===== src/hw/rtl/prq_pkg.sv =====
package prq_pkg;

   // request codes
   localparam logic [1:0] REQ_CREATE = 2'd0;
   localparam logic [1:0] REQ_YIELD  = 2'd1;
   localparam logic [1:0] REQ_EXIT   = 2'd2;

   // result status codes
   localparam logic [1:0] STATUS_DISPATCHED = 2'd0;
   localparam logic [1:0] STATUS_QUEUED     = 2'd1;
   localparam logic [1:0] STATUS_EMPTY      = 2'd2;
   localparam logic [1:0] STATUS_FULL       = 2'd3;

   localparam int PRIO_W   = 8;
   localparam int STAMP_W  = 32;
   localparam int WORKER_W = 7;

   localparam int DEF_QUEUE_DEPTH = 64;
   localparam int DEF_ID_WIDTH    = 16;

   // register file
   localparam int CSR_ADDR_W = 3;
   localparam int CSR_DATA_W = 32;
   localparam logic [CSR_ADDR_W-3:0] REG_MAX_WORKERS = '0;
   localparam logic [WORKER_W-1:0] MAX_WORKERS_RESET = 7'd1;

   typedef struct packed {
      logic               better;
      logic [STAMP_W-1:0] age;
   } cmp_result_type;

endpackage


===== src/hw/rtl/prq_cmp.sv =====
module prq_cmp #(
   parameter int IDX_W = 6
) (
   input  logic [prq_pkg::PRIO_W-1:0]  cand_prio,
   input  logic [prq_pkg::STAMP_W-1:0] cand_stamp,
   input  logic [IDX_W-1:0]            cand_idx,
   input  logic [prq_pkg::STAMP_W-1:0] now_stamp,
   input  logic                        ref_any,
   input  logic [prq_pkg::PRIO_W-1:0]  ref_prio,
   input  logic [prq_pkg::STAMP_W-1:0] ref_age,
   input  logic [IDX_W-1:0]            ref_idx,
   output prq_pkg::cmp_result_type     result
);

   logic [prq_pkg::STAMP_W-1:0] age;

   // age wraps with the arrival counter
   assign age = now_stamp - cand_stamp;

   always_comb begin
      result.age    = age;
      result.better = !ref_any ||
                      (cand_prio < ref_prio) ||
                      ((cand_prio == ref_prio) &&
                       ((age > ref_age) || ((age == ref_age) && (cand_idx < ref_idx))));
   end

endmodule


===== src/hw/rtl/prq_mem.sv =====
module prq_mem #(
   parameter int DEPTH  = 64,
   parameter int WIDTH  = 57,
   parameter int ADDR_W = 6
) (
   input  logic              clock,
   input  logic              wr_en,
   input  logic [ADDR_W-1:0] wr_addr,
   input  logic [WIDTH-1:0]  wr_data,
   input  logic              rd_en,
   input  logic [ADDR_W-1:0] rd_addr,
   output logic [WIDTH-1:0]  rd_data
);

   logic [WIDTH-1:0] entries_ff [DEPTH];
   logic [WIDTH-1:0] rd_data_ff;

   always_ff @(posedge clock) begin
      if (wr_en) begin
         entries_ff[wr_addr] <= wr_data;
      end
   end

   always_ff @(posedge clock) begin
      if (rd_en) begin
         rd_data_ff <= entries_ff[rd_addr];
      end
   end

   assign rd_data = rd_data_ff;

endmodule


===== src/hw/rtl/priority_ready_queue_dispatcher_core.sv =====
// Thread ready queue with priority dispatch and oldest-first tie break.
// Requests come in on start/req_*: a request is taken at a clock edge where
// start is high and busy is low. Create and yield insert a thread, exit
// releases a worker; dispatch removes the entry with the lowest priority
// number, the oldest one among equals.
// Every request gives exactly one result word on rsp_*, marked by rsp_valid
// for a single cycle. The receiver has no way to hold it off, so it must take
// the word in that cycle.
// Each request reads every queue slot through the one read port of the entry
// memory and runs them through a single compare unit, in the states SCAN,
// DRAIN, DECIDE and DEL; the result strobe rises as busy falls, so a new
// request is taken only after the last one has given its result.
// After reset the block sweeps the entry memory to empty, one slot a cycle,
// and holds busy high until the sweep is done. The max_workers register
// on the APB-style port can be written at any time the block is not busy
// with a request; it resets to one.
module priority_ready_queue_dispatcher_core #(
   parameter int QUEUE_DEPTH = prq_pkg::DEF_QUEUE_DEPTH,
   parameter int ID_WIDTH    = prq_pkg::DEF_ID_WIDTH
) (
   input  logic                              clock,
   input  logic                              reset,
   // request channel
   input  logic                              start,
   output logic                              busy,
   input  logic [1:0]                        req_type,
   input  logic [ID_WIDTH-1:0]               req_thread_id,
   input  logic [prq_pkg::PRIO_W-1:0]        req_priority_req,
   // result channel
   output logic                              rsp_valid,
   output logic [1:0]                        rsp_status,
   output logic [ID_WIDTH-1:0]               rsp_dispatch_id,
   output logic [prq_pkg::PRIO_W-1:0]        rsp_dispatch_priority,
   output logic [prq_pkg::WORKER_W-1:0]      rsp_running_workers,
   // register port
   input  logic                              psel,
   input  logic                              penable,
   input  logic                              pwrite,
   input  logic [prq_pkg::CSR_ADDR_W-1:0]    paddr,
   input  logic [prq_pkg::CSR_DATA_W-1:0]    pwdata,
   output logic [prq_pkg::CSR_DATA_W-1:0]    prdata,
   output logic                              pready
);

   localparam int AW      = (QUEUE_DEPTH > 1) ? $clog2(QUEUE_DEPTH) : 1;
   localparam int PW      = prq_pkg::PRIO_W;
   localparam int SW      = prq_pkg::STAMP_W;
   localparam int WW      = prq_pkg::WORKER_W;
   localparam int ENTRY_W = 1 + PW + SW + ID_WIDTH;
   localparam logic [AW-1:0] LAST_IDX = AW'(QUEUE_DEPTH - 1);

   localparam logic [2:0] ST_CLEAR  = 3'd0;
   localparam logic [2:0] ST_IDLE   = 3'd1;
   localparam logic [2:0] ST_SCAN   = 3'd2;
   localparam logic [2:0] ST_DRAIN  = 3'd3;
   localparam logic [2:0] ST_DECIDE = 3'd4;
   localparam logic [2:0] ST_DEL    = 3'd5;

   // control
   logic [2:0]    state_ff, state_in;
   logic [AW-1:0] ptr_ff, ptr_in;
   logic          rd_vld_ff, rd_vld_in;
   logic [AW-1:0] rd_idx_ff, rd_idx_in;
   logic [SW-1:0] counter_ff, counter_in;
   logic [WW-1:0] workers_ff, workers_in;
   logic [WW-1:0] max_workers_ff, max_workers_in;
   logic          rsp_valid_ff, rsp_valid_in;
   logic          best_any_ff, best_any_in;
   logic          free_found_ff, free_found_in;
   logic          do_del_ff, do_del_in;

   // request and scan payload
   logic [1:0]          op_ff, op_in;
   logic [ID_WIDTH-1:0] tid_ff, tid_in;
   logic [PW-1:0]       prio_ff, prio_in;
   logic [SW-1:0]       now_ff, now_in;
   logic [AW-1:0]       free_idx_ff, free_idx_in;
   logic [AW-1:0]       best_idx_ff, best_idx_in;
   logic [PW-1:0]       best_prio_ff, best_prio_in;
   logic [SW-1:0]       best_age_ff, best_age_in;
   logic [ID_WIDTH-1:0] best_tid_ff, best_tid_in;

   // result word
   logic [1:0]          rsp_status_ff, rsp_status_in;
   logic [ID_WIDTH-1:0] rsp_id_ff, rsp_id_in;
   logic [PW-1:0]       rsp_prio_ff, rsp_prio_in;
   logic [WW-1:0]       rsp_workers_ff, rsp_workers_in;

   // memory and compare unit
   logic                mem_wr_en;
   logic [AW-1:0]       mem_wr_addr;
   logic [ENTRY_W-1:0]  mem_wr_data;
   logic                mem_rd_en;
   logic [ENTRY_W-1:0]  mem_rd_data;

   logic                rd_valid_bit;
   logic [PW-1:0]       rd_prio;
   logic [SW-1:0]       rd_stamp;
   logic [ID_WIDTH-1:0] rd_tid;

   logic [PW-1:0]       cmp_prio;
   logic [SW-1:0]       cmp_stamp;
   logic [AW-1:0]       cmp_idx;
   prq_pkg::cmp_result_type cmp_res;

   logic csr_wr;
   logic csr_hit;
   logic is_ins;
   logic want_dispatch;

   assign rd_valid_bit = mem_rd_data[ENTRY_W-1];
   assign rd_prio      = mem_rd_data[ID_WIDTH+SW +: PW];
   assign rd_stamp     = mem_rd_data[ID_WIDTH +: SW];
   assign rd_tid       = mem_rd_data[ID_WIDTH-1:0];

   prq_mem #(
      .DEPTH  (QUEUE_DEPTH),
      .WIDTH  (ENTRY_W),
      .ADDR_W (AW)
   ) u_mem (
      .clock   (clock),
      .wr_en   (mem_wr_en),
      .wr_addr (mem_wr_addr),
      .wr_data (mem_wr_data),
      .rd_en   (mem_rd_en),
      .rd_addr (ptr_ff),
      .rd_data (mem_rd_data)
   );

   // during the scan the candidate is the slot just read; at decide it is
   // the new thread, which sits at the free slot with the previous stamp
   always_comb begin
      if (state_ff == ST_DECIDE) begin
         cmp_prio  = prio_ff;
         cmp_stamp = counter_ff;
         cmp_idx   = free_idx_ff;
      end else begin
         cmp_prio  = rd_prio;
         cmp_stamp = rd_stamp;
         cmp_idx   = rd_idx_ff;
      end
   end

   prq_cmp #(
      .IDX_W (AW)
   ) u_cmp (
      .cand_prio  (cmp_prio),
      .cand_stamp (cmp_stamp),
      .cand_idx   (cmp_idx),
      .now_stamp  (now_ff),
      .ref_any    (best_any_ff),
      .ref_prio   (best_prio_ff),
      .ref_age    (best_age_ff),
      .ref_idx    (best_idx_ff),
      .result     (cmp_res)
   );

   assign csr_hit = (paddr[prq_pkg::CSR_ADDR_W-1:2] == prq_pkg::REG_MAX_WORKERS);
   assign csr_wr  = psel && penable && pwrite && pready;
   assign is_ins  = (op_ff == prq_pkg::REQ_CREATE) || (op_ff == prq_pkg::REQ_YIELD);
   assign want_dispatch = (op_ff == prq_pkg::REQ_YIELD) || (workers_ff < max_workers_ff);

   always_comb begin
      state_in       = state_ff;
      ptr_in         = ptr_ff;
      rd_vld_in      = 1'b0;
      rd_idx_in      = ptr_ff;
      counter_in     = counter_ff;
      workers_in     = workers_ff;
      max_workers_in = max_workers_ff;
      rsp_valid_in   = 1'b0;
      best_any_in    = best_any_ff;
      free_found_in  = free_found_ff;
      do_del_in      = do_del_ff;
      op_in          = op_ff;
      tid_in         = tid_ff;
      prio_in        = prio_ff;
      now_in         = now_ff;
      free_idx_in    = free_idx_ff;
      best_idx_in    = best_idx_ff;
      best_prio_in   = best_prio_ff;
      best_age_in    = best_age_ff;
      best_tid_in    = best_tid_ff;
      rsp_status_in  = rsp_status_ff;
      rsp_id_in      = rsp_id_ff;
      rsp_prio_in    = rsp_prio_ff;
      rsp_workers_in = rsp_workers_ff;
      mem_wr_en      = 1'b0;
      mem_wr_addr    = ptr_ff;
      mem_wr_data    = '0;
      mem_rd_en      = 1'b0;

      unique case (state_ff)
         ST_CLEAR: begin
            mem_wr_en = 1'b1;
            if (ptr_ff == LAST_IDX) begin
               ptr_in   = '0;
               state_in = ST_IDLE;
            end else begin
               ptr_in = ptr_ff + 1'b1;
            end
         end
         ST_IDLE: begin
            if (start) begin
               op_in         = req_type;
               tid_in        = req_thread_id;
               prio_in       = req_priority_req;
               best_any_in   = 1'b0;
               free_found_in = 1'b0;
               do_del_in     = 1'b0;
               ptr_in        = '0;
               // ages are taken against the counter as it stands after the insert
               if ((req_type == prq_pkg::REQ_CREATE) || (req_type == prq_pkg::REQ_YIELD)) begin
                  now_in = counter_ff + 1'b1;
               end else begin
                  now_in = counter_ff;
               end
               state_in = ST_SCAN;
            end
         end
         ST_SCAN: begin
            mem_rd_en = 1'b1;
            rd_vld_in = 1'b1;
            if (ptr_ff == LAST_IDX) begin
               ptr_in   = '0;
               state_in = ST_DRAIN;
            end else begin
               ptr_in = ptr_ff + 1'b1;
            end
         end
         ST_DRAIN: begin
            state_in = ST_DECIDE;
         end
         ST_DECIDE: begin
            rsp_id_in   = '0;
            rsp_prio_in = '0;
            do_del_in   = 1'b0;
            mem_wr_addr = free_idx_ff;
            mem_wr_data = {1'b1, prio_ff, counter_ff, tid_ff};
            if (is_ins && !free_found_ff) begin
               rsp_status_in = prq_pkg::STATUS_FULL;
            end else if (is_ins) begin
               counter_in = counter_ff + 1'b1;
               if (want_dispatch) begin
                  rsp_status_in = prq_pkg::STATUS_DISPATCHED;
                  if (op_ff == prq_pkg::REQ_CREATE) begin
                     workers_in = workers_ff + 1'b1;
                  end
                  if (cmp_res.better) begin
                     // new thread runs at once and never lands in the queue
                     rsp_id_in   = tid_ff;
                     rsp_prio_in = prio_ff;
                  end else begin
                     mem_wr_en   = 1'b1;
                     rsp_id_in   = best_tid_ff;
                     rsp_prio_in = best_prio_ff;
                     do_del_in   = 1'b1;
                  end
               end else begin
                  mem_wr_en     = 1'b1;
                  rsp_status_in = prq_pkg::STATUS_QUEUED;
               end
            end else if (op_ff == prq_pkg::REQ_EXIT) begin
               if (workers_ff != '0) begin
                  workers_in = workers_ff - 1'b1;
               end
               if (best_any_ff) begin
                  rsp_status_in = prq_pkg::STATUS_DISPATCHED;
                  rsp_id_in     = best_tid_ff;
                  rsp_prio_in   = best_prio_ff;
                  do_del_in     = 1'b1;
               end else begin
                  rsp_status_in = prq_pkg::STATUS_EMPTY;
               end
            end else begin
               rsp_status_in = prq_pkg::STATUS_QUEUED;
            end
            rsp_workers_in = workers_in;
            state_in       = ST_DEL;
         end
         ST_DEL: begin
            mem_wr_addr  = best_idx_ff;
            mem_wr_data  = '0;
            mem_wr_en    = do_del_ff;
            rsp_valid_in = 1'b1;
            state_in     = ST_IDLE;
         end
         default: begin
            state_in = ST_IDLE;
         end
      endcase

      // fold the word read last cycle into the running best and first free slot
      if (rd_vld_ff) begin
         if (rd_valid_bit) begin
            if (cmp_res.better) begin
               best_any_in  = 1'b1;
               best_idx_in  = rd_idx_ff;
               best_prio_in = rd_prio;
               best_age_in  = cmp_res.age;
               best_tid_in  = rd_tid;
            end
         end else if (!free_found_ff) begin
            free_found_in = 1'b1;
            free_idx_in   = rd_idx_ff;
         end
      end

      if (csr_wr && csr_hit) begin
         max_workers_in = pwdata[WW-1:0];
      end
   end

   always_ff @(posedge clock) begin
      if (reset) begin
         state_ff       <= ST_CLEAR;
         ptr_ff         <= '0;
         rd_vld_ff      <= 1'b0;
         counter_ff     <= '0;
         workers_ff     <= '0;
         max_workers_ff <= prq_pkg::MAX_WORKERS_RESET;
         rsp_valid_ff   <= 1'b0;
         best_any_ff    <= 1'b0;
         free_found_ff  <= 1'b0;
         do_del_ff      <= 1'b0;
      end else begin
         state_ff       <= state_in;
         ptr_ff         <= ptr_in;
         rd_vld_ff      <= rd_vld_in;
         counter_ff     <= counter_in;
         workers_ff     <= workers_in;
         max_workers_ff <= max_workers_in;
         rsp_valid_ff   <= rsp_valid_in;
         best_any_ff    <= best_any_in;
         free_found_ff  <= free_found_in;
         do_del_ff      <= do_del_in;
      end
   end

   always_ff @(posedge clock) begin
      rd_idx_ff      <= rd_idx_in;
      op_ff          <= op_in;
      tid_ff         <= tid_in;
      prio_ff        <= prio_in;
      now_ff         <= now_in;
      free_idx_ff    <= free_idx_in;
      best_idx_ff    <= best_idx_in;
      best_prio_ff   <= best_prio_in;
      best_age_ff    <= best_age_in;
      best_tid_ff    <= best_tid_in;
      rsp_status_ff  <= rsp_status_in;
      rsp_id_ff      <= rsp_id_in;
      rsp_prio_ff    <= rsp_prio_in;
      rsp_workers_ff <= rsp_workers_in;
   end

   assign busy                  = (state_ff != ST_IDLE);
   assign rsp_valid             = rsp_valid_ff;
   assign rsp_status            = rsp_status_ff;
   assign rsp_dispatch_id       = rsp_id_ff;
   assign rsp_dispatch_priority = rsp_prio_ff;
   assign rsp_running_workers   = rsp_workers_ff;
   assign pready                = 1'b1;
   assign prdata                = csr_hit ? prq_pkg::CSR_DATA_W'(max_workers_ff) : '0;

   a_rsp_single: assert property (@(posedge clock) disable iff (reset)
      rsp_valid_ff |=> !rsp_valid_ff)
      else $error("result strobe held longer than one cycle");

   a_accept_busy: assert property (@(posedge clock) disable iff (reset)
      (start && !busy) |=> busy)
      else $error("accepted word did not raise busy");

   a_del_has_best: assert property (@(posedge clock) disable iff (reset)
      ((state_ff == ST_DEL) && do_del_ff) |-> best_any_ff)
      else $error("removing a slot that was never chosen");

   a_counter_step: assert property (@(posedge clock) disable iff (reset)
      1'b1 |=> ((counter_ff == $past(counter_ff)) ||
                (counter_ff == ($past(counter_ff) + 32'd1))))
      else $error("arrival counter jumped");

   a_idle_fields: assert property (@(posedge clock) disable iff (reset)
      (rsp_valid_ff && (rsp_status_ff != prq_pkg::STATUS_DISPATCHED)) |->
         ((rsp_id_ff == '0) && (rsp_prio_ff == '0)))
      else $error("dispatch fields set without a dispatch");

endmodule

===== config.mk =====
export PLATFORM = sky130hd
export DESIGN_NAME = priority_ready_queue_dispatcher_core
export DESIGN_NICKNAME = d
export VERILOG_FILES = /design/src/hw/rtl/prq_pkg.sv /design/src/hw/rtl/prq_cmp.sv /design/src/hw/rtl/prq_mem.sv /design/src/hw/rtl/priority_ready_queue_dispatcher_core.sv
export SDC_FILE = /design/constraint.sdc
export NUM_CORES = 2
export LEC_CHECK = 0
export CAP_MARGIN = 5
export CORE_MARGIN = 2
export CORE_UTILIZATION = 31
export CTS_CLUSTER_SIZE = 30
export DETAILED_ROUTE_END_ITERATION = 8
export DONT_BUFFER_PORTS = 1
export PLACE_DENSITY = 0.52
export SYNTH_ARGS = -nofsm -noshare
export SYNTH_HDL_FRONTEND = slang
export SYNTH_SLANG_ARGS = --single-unit
export TNS_END_PERCENT = 5

===== constraint.sdc =====
create_clock -name clock -period 15.7 [get_ports clock]
set_input_delay 3.14 -clock clock [delete_from_list [all_inputs] [get_ports clock]]
set_output_delay 3.14 -clock clock [all_outputs]
set_load 0.05 [all_outputs]

==> metrics.md <==
| Metric | Value |
|---|---|
| Worst min path class | flop to flop |
| DRT Wirelength | about 430 mm |
| Maximum number of pins on one net before global-route repair | about 120 |
| WL per Instance | ~31 um |
| Height of the chip | between 700 and 800 um |
| Leak pwr | between 50 and 60 nW |
| Remaining DRCs | 0 |
| Critical Path AT | about 12 ns |
| Worst slew margin | between 10% and 20% |
| Number of antenna violations at the first check in global routing | 21 |
| Number of flip-flops and latches in the synthesized netlist | ~3900 |
| Power, Total | 21.9 mW |
| Biggest area consumer among synthesized cells | sky130_fd_sc_hd__edfxtp_1 |
| Gp weighted congestion | just over 0.8 |
| Post-route worst setup slack | between 4 and 5 ns |
| Detailed-router iteration count before antenna repair | 5 |
| Skew final | roughly 0.10 ns |
| Crit Reg-Reg Startpoint | state_ff[0] |
| Number of levels in the clock H-tree | 5 |
| Final critical-path share of the clock period | between 70 and 80% |
| Transition time at the pin with the least slew margin | about 1.3 ns |
| Critical path's largest stage delay | roughly 0.9 ns |
| Total placed instance area | approximately 160000 um2 |
| GR Overflow Total | 0 |
| DR vias/cell | roughly 5.3 |
| Clock transition at path regs | around 0.070 ns |
| Number of violations of the max-capacitance limit | 0 |
| Worst setup EP type | flop |
| Cell total after placement | between 10000 and 15000 |
| Fraction of the mapped netlist area in compound gates | ~1.3% |
| Final net count | 7056 |
| Initial standard-cell utilization of the core | between 30% and 40% |
| Leading cell types by total area after synthesis | sky130_fd_sc_hd__edfxtp_1 76%, sky130_fd_sc_hd__mux4_2 17%, sky130_fd_sc_hd__dfxtp_1 0.86%, sky130_fd_sc_hd__ha_1 0.71%, sky130_fd_sc_hd__clkbuf_1 0.46% |
| Maximum resistive drop on vdd | 0.000103 V |
| Clk sink count | around 4000 |
| Final setup vio count | 0 |
| CP Depth | 31 |
| Synth unique cells | 73 |
| Maximum fanout count along the critical path | 65 |
| Proportion of synthesized chip area in sequential cells | about 77% |
| Clk buf depth | 4 |
| Share of layout cells above drive strength 1 | roughly 30% |
| Top-level I/O count | roughly 140 |
| Fin cells | between 10000 and 15000 |
| CTS tree | built |
| Data required, critical path | approximately 16 ns |
| Commonest cells after routing, fill and taps aside | 3864 x sky130_fd_sc_hd__edfxtp_1, 1175 x sky130_fd_sc_hd__mux4_2, 414 x sky130_fd_sc_hd__clkbuf_16 |
| Synth Area in Simple Gates | ~1.7% |
| Via count of the first global-routing pass | roughly 73000 |
| Hold-fix buffer count after cts | 0 |
| Num rows | between 200 and 300 |
| Most frequent standard cell in the layout excluding fill and tap cells | sky130_fd_sc_hd__edfxtp_1 |
| Endpoint of the most critical setup path | u_mem.entries_ff[46][10] |
| Critical-path top delay cell | sky130_fd_sc_hd__buf_4 |
| Setup repair after global routing missed its margin | no |
| Overall track demand over capacity in global routing | between 10% and 20% |
| Worst-skew pair later-pin latency | 1.00 ns |
| FILL cells | approximately 44000 |
| Die boundary width | between 700 and 800 um |
| Result of the run | complete, no violations |
| WS Path Type | flop to flop |
| Resized Gates After CTS | 0 |
| Dpl hpwl | roughly 230 mm |
| Clock root cell | sky130_fd_sc_hd__clkbuf_16 |
| Buf+Inv Stages, Crit Path | 9 |
| Number of pins with negative max-slew slack in the final report | 0 |
| Synthesized area per cell | roughly 23 um2 |
| Core Footprint | a little under 500000 um2 |
| Post-Route Utilization | between 30 and 40% |
| DRT antenna net count | 0 |
| Number of failing hold endpoints at the final stage | 0 |
| Number of synthesized flops with an enable pin | 3864 |
| Global-route wire length before repair | ~590 mm |
| I/O Buffers | 0 |
| Design area | 175000 um2 |
| FFs w/ async S/R, synth | 0% |
| Area share of fa/ha/maj cells after synthesis | 0.726% |
| Largest family of logic cells by synthesized area | multiplexers |
| Total setup buffers inserted after CTS | 0 |
| Worst-case hold slack | between 0.3 and 0.4 ns |
| Aggregate negative setup slack | 0 ns |
| Violation count after the first detailed-routing iteration | approximately 8000 |
| Post-layout min period | between 10 and 15 ns |
| Layout area overhead | 14.6% |
| Cells after Synth | 6588 |
| Worst slack after detailed placement | between 4 and 5 ns |
| Most used cell along the critical path | sky130_fd_sc_hd__buf_4 |
| Proportion of synthesized area in mux cells | between 10% and 20% |
| Overall via count from detail_route | 72300 |
| Origin of the worst setup path | state_ff[0] |
| Capture instance of the worst register-to-register path | u_mem.entries_ff[46][10] |
| Setup slack of the worst register-to-register path | between 4 and 5 ns |
| Number of cells on the worst reg-to-reg path | 31 |
| Area of the mapped netlist | 153000 um2 |
| Die area | 498000 um2 |
| Number of buffers created by CTS | 412 |
| Gate family responsible for the most delay along the worst path | buffers and inverters |
| Highest attainable clock frequency | between 80 and 90 MHz |
| Type of origin of the critical path | flop |
| Xor-xnor portion of the synthesized cell area | less than 1% |
| Proportion of netlist area held by the largest area contributor | between 70% and 80% |
| Most instantiated flip-flop cell in the synthesis netlist | sky130_fd_sc_hd__edfxtp_1 |
| Total of warnings raised by yosys | 0 |
| Pwr Density | 125 nW/um2 |
-- power breakdown --
group	leakage, nW	total (mW)	internal, mW	switching, mW
Sequential	33.9	11.4	11.4	0.0257
Combinational	10.3	0.908	0.407	0.501
Clock	6.38	9.56	5.43	4.13
-- cell families (layout without fill, tap and decap cells) --
family | after synthesis | in the layout
adder cells (fa/ha/maj) | 88 | 88
multiplexers | 1233 | 1233
flip-flops | 3930 | 3930
XOR/XNOR | 84 | 84
AND/OR/NAND/NOR | 500 | 500
AO/OA/AOI/OAI | 309 | 309
buffers and inverters | 442 | 1072
other | 2 | 29
-- sequential cells by signal, summed over array words and instances (netlist names), 8 cells and up --
name / cells
best_age_ff: 32
u_mem.rd_data: 57
counter_ff: 32
u_mem.entries_ff: 3648
best_tid_ff: 16
best_prio_ff: 8
now_ff: 32
rsp_dispatch_priority: 8
tid_ff: 16
rsp_dispatch_id: 16
prio_ff: 8
-- Yosys cell counts, types with 7 or more instances --
cell type,number
sky130_fd_sc_hd__xnor2_1,40
sky130_fd_sc_hd__ha_1,87
sky130_fd_sc_hd__or3_1,19
sky130_fd_sc_hd__and2_1,55
sky130_fd_sc_hd__buf_6,7
sky130_fd_sc_hd__dfxtp_1,66
sky130_fd_sc_hd__xor2_1,44
sky130_fd_sc_hd__a31oi_1,8
sky130_fd_sc_hd__edfxtp_1,3864
sky130_fd_sc_hd__buf_2,109
sky130_fd_sc_hd__nor2_1,116
sky130_fd_sc_hd__a22o_1,24
sky130_fd_sc_hd__nand4_1,14
sky130_fd_sc_hd__nor3_1,34
sky130_fd_sc_hd__inv_1,79
sky130_fd_sc_hd__buf_1,33
sky130_fd_sc_hd__nand2_1,114
sky130_fd_sc_hd__buf_4,26
sky130_fd_sc_hd__a211oi_1,12
sky130_fd_sc_hd__o211ai_1,7
sky130_fd_sc_hd__o21a_1,14
sky130_fd_sc_hd__nand3_1,32
sky130_fd_sc_hd__o21ai_0,61
sky130_fd_sc_hd__mux2_2,24
sky130_fd_sc_hd__clkbuf_1,187
sky130_fd_sc_hd__nor2b_1,11
sky130_fd_sc_hd__a21oi_1,104
sky130_fd_sc_hd__a21o_1,36
sky130_fd_sc_hd__nor4_1,68
sky130_fd_sc_hd__mux2i_1,34
sky130_fd_sc_hd__mux4_2,1175
-- final cells by class --
class / count / area (um2) / area share [%]
multi-input cells: 2240 / 34100 / 19.5
flip-flops and latches: 3930 / 117000 / 67.1
diodes: 3 / 7.51 / 0.00429
clock buffers: 511 / 10700 / 6.14
inverters: 80 / 310 / 0.177
well taps: 6475 / 8100 / 4.63
repair buffers: 237 / 1970 / 1.12
clock inverters: 244 / 2430 / 1.39
-- per-layer routing --
| metal | part of all wire [%] | wire length, um | vias to the layer above | global-route usage, % |
|---|---|---|---|---|
| met5 | 0 | 0 | - | 0 |
| met4 | 2.5 | 10800 | 0 | 4.09 |
| met3 | 5.9 | 25300 | 566 | 2.26 |
| met2 | 50 | 213000 | 2620 | 28.3 |
| met1 | 42 | 180000 | 40400 | 23.0 |
| li1 | - | - | 28800 | - |
-- worst min-delay path by stage --
stage / depth (start not counted) / slack, ns / end / from
after global placement: 0 / 0.41 / best_tid_ff[2] / u_mem.rd_data[2]
after global routing: 0 / 0.39 / best_tid_ff[10] / u_mem.rd_data[10]
after CTS: 0 / 0.39 / best_tid_ff[10] / u_mem.rd_data[10]
after floorplan: 0 / 0.33 / rd_idx_ff[2] / ptr_ff[2]
after detailed placement: 0 / 0.41 / best_tid_ff[11] / u_mem.rd_data[11]
final: 0 / 0.39 / best_tid_ff[10] / u_mem.rd_data[10]
No activity file was read; power rests on OpenSTA's default activity.
